### src/hdl/i2cmbw_pkg.sv
// Shared types and constants for the I2C write-only master pin sequencer.
package i2cmbw_pkg;

   localparam int BITS_PER_BYTE = 8;
   localparam int BIT_CNT_W     = $clog2(BITS_PER_BYTE + 1);

   // Bit slot after the last data bit: the acknowledge clock.
   localparam logic [BIT_CNT_W-1:0] ACK_SLOT = BIT_CNT_W'(BITS_PER_BYTE);

   typedef enum logic [1:0] {
      KIND_START = 2'd0,
      KIND_STOP  = 2'd1,
      KIND_WRITE = 2'd2
   } kind_type;

   // Three pin phases per step: set data, clock high, clock low.
   typedef enum logic [1:0] {
      PH_SET  = 2'd0,
      PH_HIGH = 2'd1,
      PH_LOW  = 2'd2
   } phase_type;

   typedef struct packed {
      kind_type                 kind;
      logic [BITS_PER_BYTE-1:0] data_byte;
      logic                     sda_sample;
   } cmd_type;

endpackage

### src/hdl/i2cmbw_if.sv
// Request and response channel interfaces of the I2C master pin sequencer.
interface i2cmbw_req_if;
   import i2cmbw_pkg::*;

   logic                     valid;
   logic                     ready;
   logic [1:0]               kind;
   logic [BITS_PER_BYTE-1:0] data_byte;
   logic                     sda_sample;

   modport source (output valid, output kind, output data_byte, output sda_sample,
                   input ready);
   modport sink (input valid, input kind, input data_byte, input sda_sample,
                 output ready);
endinterface

interface i2cmbw_rsp_if;
   logic valid;
   logic ready;
   logic scl_level;
   logic sda_level;
   logic sda_drive;
   logic ack_level;
   logic last_phase;

   modport source (output valid, output scl_level, output sda_level, output sda_drive,
                   output ack_level, output last_phase, input ready);
   modport sink (input valid, input scl_level, input sda_level, input sda_drive,
                 input ack_level, input last_phase, output ready);
endinterface

### src/hdl/i2c_master_byte_writer_unit.sv
// Write-only I2C master: one pin phase per response, one response per clock at best.
// Each request is start, stop or write byte. A start or a stop gives three responses, a
// byte write gives 27 (three per data bit, then release, acknowledge clock and
// re-drive), the last one flagged and, for a write, carrying the acknowledge level
// taken from the request (1 means no acknowledge). An unused kind is taken and gives no
// response. The back-end sequencer emits one phase per cycle while responses are taken,
// so a write occupies it for 27 phases and a start or stop for 3; requests queue ahead
// of it in a QUEUE_DEPTH-entry command queue and are taken while that queue has room.
// A finished phase sits in an output register; the next phase is formed in the cycle
// that response is taken, and the sequencer holds for as long as the response waits.
module i2c_master_byte_writer_unit #(
   parameter int QUEUE_DEPTH = 2
) (
   input  logic         clock,
   input  logic         reset,
   i2cmbw_req_if.sink   req_bus,
   i2cmbw_rsp_if.source rsp_bus
);
   import i2cmbw_pkg::*;

   logic    cmd_valid;
   logic    cmd_pop;
   cmd_type cmd;

   i2cmbw_front #(
      .DEPTH (QUEUE_DEPTH)
   ) u_front (
      .clock     (clock),
      .reset     (reset),
      .req       (req_bus),
      .cmd_valid (cmd_valid),
      .cmd       (cmd),
      .cmd_pop   (cmd_pop)
   );

   i2cmbw_seq u_seq (
      .clock     (clock),
      .reset     (reset),
      .cmd_valid (cmd_valid),
      .cmd       (cmd),
      .cmd_pop   (cmd_pop),
      .rsp       (rsp_bus)
   );

endmodule

### src/hdl/i2cmbw_front.sv
// Request front end: accepts requests, drops unused kinds, queues commands.
module i2cmbw_front #(
   parameter int DEPTH = 2
) (
   input  logic                clock,
   input  logic                reset,
   i2cmbw_req_if.sink          req,
   output logic                cmd_valid,
   output i2cmbw_pkg::cmd_type cmd,
   input  logic                cmd_pop
);
   import i2cmbw_pkg::*;

   localparam int PTR_W = (DEPTH > 1) ? $clog2(DEPTH) : 1;
   localparam int CNT_W = $clog2(DEPTH + 1);
   localparam logic [PTR_W-1:0] LAST_PTR = PTR_W'(DEPTH - 1);
   localparam logic [CNT_W-1:0] FULL_CNT = CNT_W'(DEPTH);

   cmd_type          mem_ff [DEPTH];
   logic [PTR_W-1:0] wr_ptr_ff, wr_ptr_in;
   logic [PTR_W-1:0] rd_ptr_ff, rd_ptr_in;
   logic [CNT_W-1:0] count_ff, count_in;
   logic             is_cmd;
   logic             push;
   cmd_type          new_cmd;

   assign req.ready = (count_ff != FULL_CNT);
   assign is_cmd    = req.kind inside {KIND_START, KIND_STOP, KIND_WRITE};
   // Drop an unused kind: it is taken but never reaches the sequencer.
   assign push      = req.valid && req.ready && is_cmd;

   assign new_cmd.kind       = kind_type'(req.kind);
   assign new_cmd.data_byte  = req.data_byte;
   assign new_cmd.sda_sample = req.sda_sample;

   assign cmd_valid = (count_ff != '0);
   assign cmd       = mem_ff[rd_ptr_ff];

   always_comb begin
      wr_ptr_in = wr_ptr_ff;
      rd_ptr_in = rd_ptr_ff;
      count_in  = count_ff;
      if (push) begin
         wr_ptr_in = (wr_ptr_ff == LAST_PTR) ? '0 : wr_ptr_ff + 1'b1;
      end
      if (cmd_pop) begin
         rd_ptr_in = (rd_ptr_ff == LAST_PTR) ? '0 : rd_ptr_ff + 1'b1;
      end
      if (push && !cmd_pop) begin
         count_in = count_ff + 1'b1;
      end else if (!push && cmd_pop) begin
         count_in = count_ff - 1'b1;
      end
   end

   always_ff @(posedge clock) begin
      if (reset) begin
         wr_ptr_ff <= '0;
         rd_ptr_ff <= '0;
         count_ff  <= '0;
      end else begin
         wr_ptr_ff <= wr_ptr_in;
         rd_ptr_ff <= rd_ptr_in;
         count_ff  <= count_in;
      end
   end

   always_ff @(posedge clock) begin
      if (push) begin
         mem_ff[wr_ptr_ff] <= new_cmd;
      end
   end

   a_no_pop_empty: assert property (@(posedge clock) disable iff (reset)
      cmd_pop |-> count_ff != '0)
      else $error("command popped from empty queue");

   a_count_bound: assert property (@(posedge clock) disable iff (reset)
      count_ff <= FULL_CNT)
      else $error("queue count beyond depth");

   a_push_counts: assert property (@(posedge clock) disable iff (reset)
      (push && !cmd_pop) |=> count_ff == $past(count_ff) + 1'b1)
      else $error("queued command not counted");

endmodule

### src/hdl/i2cmbw_seq.sv
// Pin sequencer: walks one queued command through its pin phases.
module i2cmbw_seq (
   input  logic                clock,
   input  logic                reset,
   input  logic                cmd_valid,
   input  i2cmbw_pkg::cmd_type cmd,
   output logic                cmd_pop,
   i2cmbw_rsp_if.source        rsp
);
   import i2cmbw_pkg::*;

   logic                     busy_ff;
   kind_type                 kind_ff;
   logic [BITS_PER_BYTE-1:0] byte_ff;
   logic                     ack_ff;
   phase_type                sub_ff;
   logic [BIT_CNT_W-1:0]     bit_ff;

   // Bus line state.
   logic scl_ff, scl_in;
   logic sda_ff, sda_in;
   logic drv_ff, drv_in;
   logic ack_in;

   logic out_valid_ff;
   logic out_scl_ff, out_sda_ff, out_drv_ff, out_ack_ff, out_last_ff;

   logic step;
   logic last;

   assign step    = busy_ff && (!out_valid_ff || rsp.ready);
   assign last    = (sub_ff == PH_LOW) && ((kind_ff != KIND_WRITE) || (bit_ff == ACK_SLOT));
   assign cmd_pop = cmd_valid && (!busy_ff || (step && last));

   always_comb begin
      scl_in = scl_ff;
      sda_in = sda_ff;
      drv_in = drv_ff;
      ack_in = 1'b0;
      case (kind_ff)
         KIND_START: begin
            case (sub_ff)
               PH_SET: begin
                  scl_in = 1'b1;
                  sda_in = 1'b1;
               end
               PH_HIGH: sda_in = 1'b0;
               default: scl_in = 1'b0;
            endcase
         end
         KIND_STOP: begin
            case (sub_ff)
               PH_SET:  sda_in = 1'b0;
               PH_HIGH: scl_in = 1'b1;
               default: sda_in = 1'b1;
            endcase
         end
         KIND_WRITE: begin
            if (bit_ff == ACK_SLOT) begin
               // Release data to the pull-up, clock the acknowledge, drive again.
               case (sub_ff)
                  PH_SET: begin
                     drv_in = 1'b0;
                     sda_in = 1'b1;
                  end
                  PH_HIGH: scl_in = 1'b1;
                  default: begin
                     scl_in = 1'b0;
                     drv_in = 1'b1;
                     ack_in = ack_ff;
                  end
               endcase
            end else begin
               case (sub_ff)
                  PH_SET:  sda_in = byte_ff[BITS_PER_BYTE-1];
                  PH_HIGH: scl_in = 1'b1;
                  default: scl_in = 1'b0;
               endcase
            end
         end
         default: begin
            scl_in = scl_ff;
         end
      endcase
   end

   always_ff @(posedge clock) begin
      if (reset) begin
         busy_ff      <= 1'b0;
         out_valid_ff <= 1'b0;
         scl_ff       <= 1'b1;
         sda_ff       <= 1'b1;
         drv_ff       <= 1'b1;
      end else begin
         if (cmd_pop) begin
            busy_ff <= 1'b1;
         end else if (step && last) begin
            busy_ff <= 1'b0;
         end
         if (step) begin
            scl_ff       <= scl_in;
            sda_ff       <= sda_in;
            drv_ff       <= drv_in;
            out_valid_ff <= 1'b1;
         end else if (rsp.ready) begin
            out_valid_ff <= 1'b0;
         end
      end
   end

   always_ff @(posedge clock) begin
      if (cmd_pop) begin
         kind_ff <= cmd.kind;
         byte_ff <= cmd.data_byte;
         ack_ff  <= cmd.sda_sample;
         sub_ff  <= PH_SET;
         bit_ff  <= '0;
      end else if (step) begin
         case (sub_ff)
            PH_SET:  sub_ff <= PH_HIGH;
            PH_HIGH: sub_ff <= PH_LOW;
            default: begin
               // Advance to the next bit slot.
               sub_ff  <= PH_SET;
               bit_ff  <= bit_ff + 1'b1;
               byte_ff <= {byte_ff[BITS_PER_BYTE-2:0], 1'b0};
            end
         endcase
      end
      if (step) begin
         out_scl_ff  <= scl_in;
         out_sda_ff  <= sda_in;
         out_drv_ff  <= drv_in;
         out_ack_ff  <= ack_in;
         out_last_ff <= last;
      end
   end

   assign rsp.valid      = out_valid_ff;
   assign rsp.scl_level  = out_scl_ff;
   assign rsp.sda_level  = out_sda_ff;
   assign rsp.sda_drive  = out_drv_ff;
   assign rsp.ack_level  = out_ack_ff;
   assign rsp.last_phase = out_last_ff;

   a_bit_bound: assert property (@(posedge clock) disable iff (reset)
      busy_ff |-> bit_ff <= ACK_SLOT)
      else $error("bit slot beyond acknowledge");

   a_drive_restored: assert property (@(posedge clock) disable iff (reset)
      (step && last) |=> drv_ff)
      else $error("data line left released after command");

   a_release_only_ack: assert property (@(posedge clock) disable iff (reset)
      !drv_ff |-> (busy_ff && kind_ff == KIND_WRITE && bit_ff == ACK_SLOT))
      else $error("data line released outside acknowledge clock");

endmodule

### src/flat_wrapper.sv
// flat-port wrapper written by rule: the top's interface ports become plain ports
module i2c_master_byte_writer_unit_flat import i2cmbw_pkg::*;
#(
   parameter int QUEUE_DEPTH = 2
)
  (clock, reset, req_bus_valid, req_bus_kind, req_bus_data_byte, req_bus_sda_sample, req_bus_ready, rsp_bus_valid, rsp_bus_scl_level, rsp_bus_sda_level, rsp_bus_sda_drive, rsp_bus_ack_level, rsp_bus_last_phase, rsp_bus_ready);
  i2cmbw_req_if req_bus_i ();
  i2cmbw_rsp_if rsp_bus_i ();
  input  logic clock;
  input  logic reset;
  input wire logic [$bits(req_bus_i.valid)-1:0] req_bus_valid;
  input wire logic [$bits(req_bus_i.kind)-1:0] req_bus_kind;
  input wire logic [$bits(req_bus_i.data_byte)-1:0] req_bus_data_byte;
  input wire logic [$bits(req_bus_i.sda_sample)-1:0] req_bus_sda_sample;
  output wire logic [$bits(req_bus_i.ready)-1:0] req_bus_ready;
  output wire logic [$bits(rsp_bus_i.valid)-1:0] rsp_bus_valid;
  output wire logic [$bits(rsp_bus_i.scl_level)-1:0] rsp_bus_scl_level;
  output wire logic [$bits(rsp_bus_i.sda_level)-1:0] rsp_bus_sda_level;
  output wire logic [$bits(rsp_bus_i.sda_drive)-1:0] rsp_bus_sda_drive;
  output wire logic [$bits(rsp_bus_i.ack_level)-1:0] rsp_bus_ack_level;
  output wire logic [$bits(rsp_bus_i.last_phase)-1:0] rsp_bus_last_phase;
  input wire logic [$bits(rsp_bus_i.ready)-1:0] rsp_bus_ready;
  assign req_bus_i.valid = req_bus_valid;
  assign req_bus_i.kind = req_bus_kind;
  assign req_bus_i.data_byte = req_bus_data_byte;
  assign req_bus_i.sda_sample = req_bus_sda_sample;
  assign req_bus_ready = req_bus_i.ready;
  assign rsp_bus_valid = rsp_bus_i.valid;
  assign rsp_bus_scl_level = rsp_bus_i.scl_level;
  assign rsp_bus_sda_level = rsp_bus_i.sda_level;
  assign rsp_bus_sda_drive = rsp_bus_i.sda_drive;
  assign rsp_bus_ack_level = rsp_bus_i.ack_level;
  assign rsp_bus_last_phase = rsp_bus_i.last_phase;
  assign rsp_bus_i.ready = rsp_bus_ready;
  i2c_master_byte_writer_unit #(.QUEUE_DEPTH(QUEUE_DEPTH)) u_core (.clock(clock), .reset(reset), .req_bus(req_bus_i), .rsp_bus(rsp_bus_i));
endmodule
### config.mk
export PLATFORM = sky130hd
export DESIGN_NAME = i2c_master_byte_writer_unit_flat
export DESIGN_NICKNAME = d
export VERILOG_FILES = /design/src/hdl/i2cmbw_pkg.sv /design/src/hdl/i2cmbw_if.sv /design/src/hdl/i2c_master_byte_writer_unit.sv /design/src/hdl/i2cmbw_front.sv /design/src/hdl/i2cmbw_seq.sv /design/src/flat_wrapper.sv
export SDC_FILE = /design/constraint.sdc
export NUM_CORES = 1
export LEC_CHECK = 0
export BUFFER_PORTS_ARGS = -buffer_cell sky130_fd_sc_hd__buf_2
export CORE_MARGIN = 2
export CORE_UTILIZATION = 45
export CTS_BUF_LIST = sky130_fd_sc_hd__clkbuf_4 sky130_fd_sc_hd__clkbuf_8 sky130_fd_sc_hd__clkbuf_16
export DETAILED_ROUTE_END_ITERATION = 10
export PLACE_DENSITY_LB_ADDON = 0.1
export SYNTH_ARGS = -nofsm -noshare
export SYNTH_HDL_FRONTEND = slang
export SYNTH_SLANG_ARGS = --single-unit
### constraint.sdc
create_clock -name clock -period 2.6 [get_ports clock]
set_input_delay 0.13 -clock clock [delete_from_list [all_inputs] [get_ports clock]]
set_output_delay 0.13 -clock clock [all_outputs]
set_load 0.05 [all_outputs]
==> results.tsv <==
stage	metric	value	unit
outcome	status	finished clean	
clock_network	CTS Buf Count	5	
sta	FMAX	0.459	GHz
die	die footprint	5630	µm²
pwr	cell internal pwr	1.78	mW
clock_network	Clock transition at path regs	0.10	ns
routing	total number of vias	1331	
hold_path	worst hold path depth	1	
hold_path	worst hold path class	in -> reg	
die	row count	25	
routing	Avg WL per Cell	13.8	µm
critical_path	worst r2r path cells	7	
grt	antenna violations before repair	0	
grt	vias in the first global route	1326	
run	number of max-cap violations	0	
pwr	combinational share of power	32.4	%
synthesis	Mapped Area	2270	µm²
critical_path	critical path class	reg -> reg	
clock_network	H-Tree Depth	2	
sta	fin crit period	2.18	ns
pwr	Worst VDD drop	0.422	mV
routing	drc violations	0	
placed_design	routability cong.	0.850	
synthesis	leading area contributor after synthesis	edfxtp_1	
grt	first-pass GRT wire length	6.13	mm
routing	final WL	3.68	mm
synthesis	Syn Inst Count	170	
placed_design	dpl hpwl	2.63	mm
die	die width	75	µm
synthesis	post-synthesis mux area share	10.3	%
synthesis	post-synthesis adder-cell area fraction	1.65	%
pwr	sw frac	34.7	%
synthesis	FF+latch count, synth	54	
die	Starting Density	47.4	%
critical_path	CP Launch Type	flip-flop	
hold_path	hold wc startpoint	req_bus_sda_sample	
placed_design	Port Buf Inserts	21	
die	io pins	22	
grt	pin count of the biggest net entering global routing	19	
pwr	PD cells	1050	nW/µm²
sta	# setup viols final	0	
clock_network	CTS tree	done	
critical_path	crit-path max cell delay	0.57	ns
routing	vias per inst	4.99	
synthesis	Mapped Nets	188	
sta	total negative setup slack	0	ns
clock_network	clk_lat worst skew	0.30	ns
sta	Rel. slew slack	64.7	%
finish	antenna cell count	0	
finish	fraction of layout cells with a size suffix above 1	25.5	%
critical_path	Crit Reg-Reg Startpoint	u_core.u_seq.sub_ff[1]	
finish	fill count	412	
pwr	Seq pwr share	50.4	%
routing	DR pass1 iterations	4	
synthesis	Synth Area in Compound Gates	7.83	%
synthesis	Distinct cells, synth	36	
pwr	leakage	0.939	nW
synthesis	post-synthesis xor/xnor area fraction	2.70	%
pwr	Clock Power Share	17.1	%
finish	nets	217	
critical_path	CP Capture Type	flip-flop	
routing	Initial DRC Count	107	
critical_path	crit-path max FO	13	
critical_path	Crit-path slowest cell	dfxtp_1	
synthesis	Synth Area in Simple Gates	10.4	%
synthesis	Yosys warning total	0	
synthesis	count leader, synth	edfxtp_1	
critical_path	worst-path cell chain	nand2b_1 > o21a_1 > a311oi_4 > inv_2 > ha_1 > or3_1 > a21oi_1	
critical_path	Reg-to-Reg End	u_core.u_front.count_ff[1]	
sta	endpoints failing hold	0	
synthesis	top cells by area, synth	edfxtp_1 50%, dfxtp_1 14%, mux2_2 7.4%, a21oi_1 2.4%, nor2_1 2.3%	
pwr	Switch Pwr	946	µW
routing	Final ANT Viol Nets	0	
finish	Util after Layout	54.1	%
synthesis	Post-synth EDFFs	38	
die	Die Height	75	µm
synthesis	Post-synth top cells	38 x edfxtp_1, 16 x dfxtp_1, 15 x mux2_2, 14 x nor2_1, 11 x a21oi_1	
clock_network	# Post-CTS Setup Buffers	0	
synthesis	largest family of logic cells by synthesized area	simple AND/OR/NAND/NOR gates	
clock_network	clk sinks	54	
grt	GRT overflow	0	
die	Core Area	4790	µm²
clock_network	CTS max path bufs	2	
clock_network	root cell of the clock tree	clkbuf_8	
sta	unrepaired setup endpoints after global routing	false	
synthesis	Yosys top cell area share	50.3	%
grt	GRT Total Usage	14.8	%
sta	worst-margin pin slew	0.530	ns
synthesis	async set or reset register ratio after synthesis	0	%
sta	Clock Skew	0.00737	ns
finish	synthesis-to-layout area growth	14.1	%
sta	fin crit share	83.8	%
critical_path	reg2reg setup slack	0.42	ns
synthesis	sequential area share after synthesis	64.4	%
hold_path	WHS Endpoint	u_core.u_front.mem_ff[1][0]	
critical_path	WP data required	2.83	ns
critical_path	Critical Path AT	2.41	ns
sta	max-slew violation count	0	
synthesis	syn_area_per_cell	13.3	µm²
synthesis	ys flop type	edfxtp_1	
-- power by group through the flow --
| stage | sequential (mW) | combinational (mW) | clock, mW |
|---|---|---|---|
| 6_report | 1.38 | 0.885 | 0.468 |
| 5_1_grt | 1.41 | 0.979 | 0.515 |
| 4_1_cts | 1.38 | 0.895 | 0.480 |
| 3_5_place_dp | 1.40 | 0.883 | 0 |
| 3_3_place_gp | 1.39 | 0.848 | 0 |
| 2_1_floorplan | 1.38 | 0.707 | 0 |
-- worst max path at each step --
stage                                      start                         end  slack [ns]  depth (start not counted)
after floorplan           u_core.u_seq.rsp.valid  u_core.u_front.count_ff[1]        0.23                          8
after global placement    u_core.u_seq.sub_ff[1]  u_core.u_front.count_ff[1]        0.59                          7
after detailed placement  u_core.u_seq.sub_ff[1]  u_core.u_front.count_ff[1]        0.48                          7
after CTS                 u_core.u_seq.sub_ff[1]  u_core.u_front.count_ff[1]        0.44                          7
after global routing      u_core.u_seq.sub_ff[1]  u_core.u_front.count_ff[1]        0.27                          7
final                     u_core.u_seq.sub_ff[1]  u_core.u_front.count_ff[1]        0.42                          7
-- placed cells by master (no fill, tap or decap), drive strengths merged --
| cell type | count |
|---|---|
| nand2b | 4 |
| a21oi | 11 |
| edfxtp | 38 |
| a221oi | 1 |
| nor2b | 4 |
| or2 | 1 |
| nor4 | 1 |
| clkbuf | 6 |
| clkinv | 1 |
| o311ai | 1 |
| mux2i | 2 |
| o41ai | 1 |
| xor2 | 4 |
| o21ai | 4 |
| and2 | 1 |
| a31oi | 2 |
| o31ai | 3 |
| or3 | 2 |
| nand4 | 1 |
| buf | 23 |
| nand3 | 3 |
| inv | 8 |
| ha | 3 |
| dlygate4sd3 | 6 |
| nand3b | 2 |
| nor2 | 14 |
| nand2 | 10 |
| mux2 | 19 |
| a311oi | 1 |
| and3 | 2 |
| o21a | 2 |
| dfxtp | 16 |
| xnor2 | 3 |
-- area by class of cell --
type | instances | area, µm² | area share, %
Clock inverter | 2 | 13.8 | 0.532
Multi-Input combinational cell | 102 | 746 | 28.8
Inverter | 7 | 26.3 | 1.02
Tap cell | 67 | 83.8 | 3.24
Clock buffer | 6 | 76.3 | 2.95
Sequential cell | 54 | 1460 | 56.5
Timing Repair Buffer | 29 | 180 | 6.96
-- state kept, by name (all words and copies together) (netlist names), 2 cells and up, named ones only --
name	count
u_core.u_front.mem_ff	22
u_core.u_seq.byte_ff	8
u_core.u_seq.bit_ff	4
u_core.u_front.count_ff	2
u_core.u_seq.kind_ff	2
u_core.u_seq.sub_ff	2
-- per-layer routing --
layer	GRT usage, %	vias up	part of all wire (%)
met2	23.3	30	49
met5	0	-	0
met4	5.56	0	1.4
met1	19.3	627	45
met3	4.42	6	4.4
li1	-	668	-
-- kinds of logic after synthesis --
logic type	count (synthesis)
AO/OA/AOI/OAI	26
XOR/XNOR	7
adder cells (fa/ha/maj)	3
buffers and inverters	14
flip-flops	54
multiplexers	21
AND/OR/NAND/NOR	45
-- critical path, delay by kind of cell (launching register included) --
family,cells,cell delay [ns]
compound gates,3,0.64
fa+ha+maj,1,0.33
buf+inv,1,0.08
flops,1,0.57
simple gates,2,0.49
-- stage by stage --
| stage | hold WS, ns | instances | power [mW] | worst slack, ns | area, µm² |
|---|---|---|---|---|---|
| global route | 0.00435 | 267 | 2.91 | 0.267 | 2590 |
| global placement | 0.317 | 253 | 2.23 | 0.589 | 2440 |
| finish | 0.00914 | 267 | 2.73 | 0.422 | 2590 |
| floorplan | 0.229 | 170 | 2.08 | 0.226 | 2270 |
| CTS | 0.000444 | 265 | 2.75 | 0.443 | 2570 |
| detailed placement | 0.322 | 253 | 2.28 | 0.476 | 2440 |
-- what timing repair did --
| action | CTS | global route |
|---|---|---|
| resized for setup | 0 | 0 |
| endpoints found under the hold margin | 8 | 4 |
| hold buffers | 4 | 2 |
No activity file was read; power rests on OpenSTA's default activity.
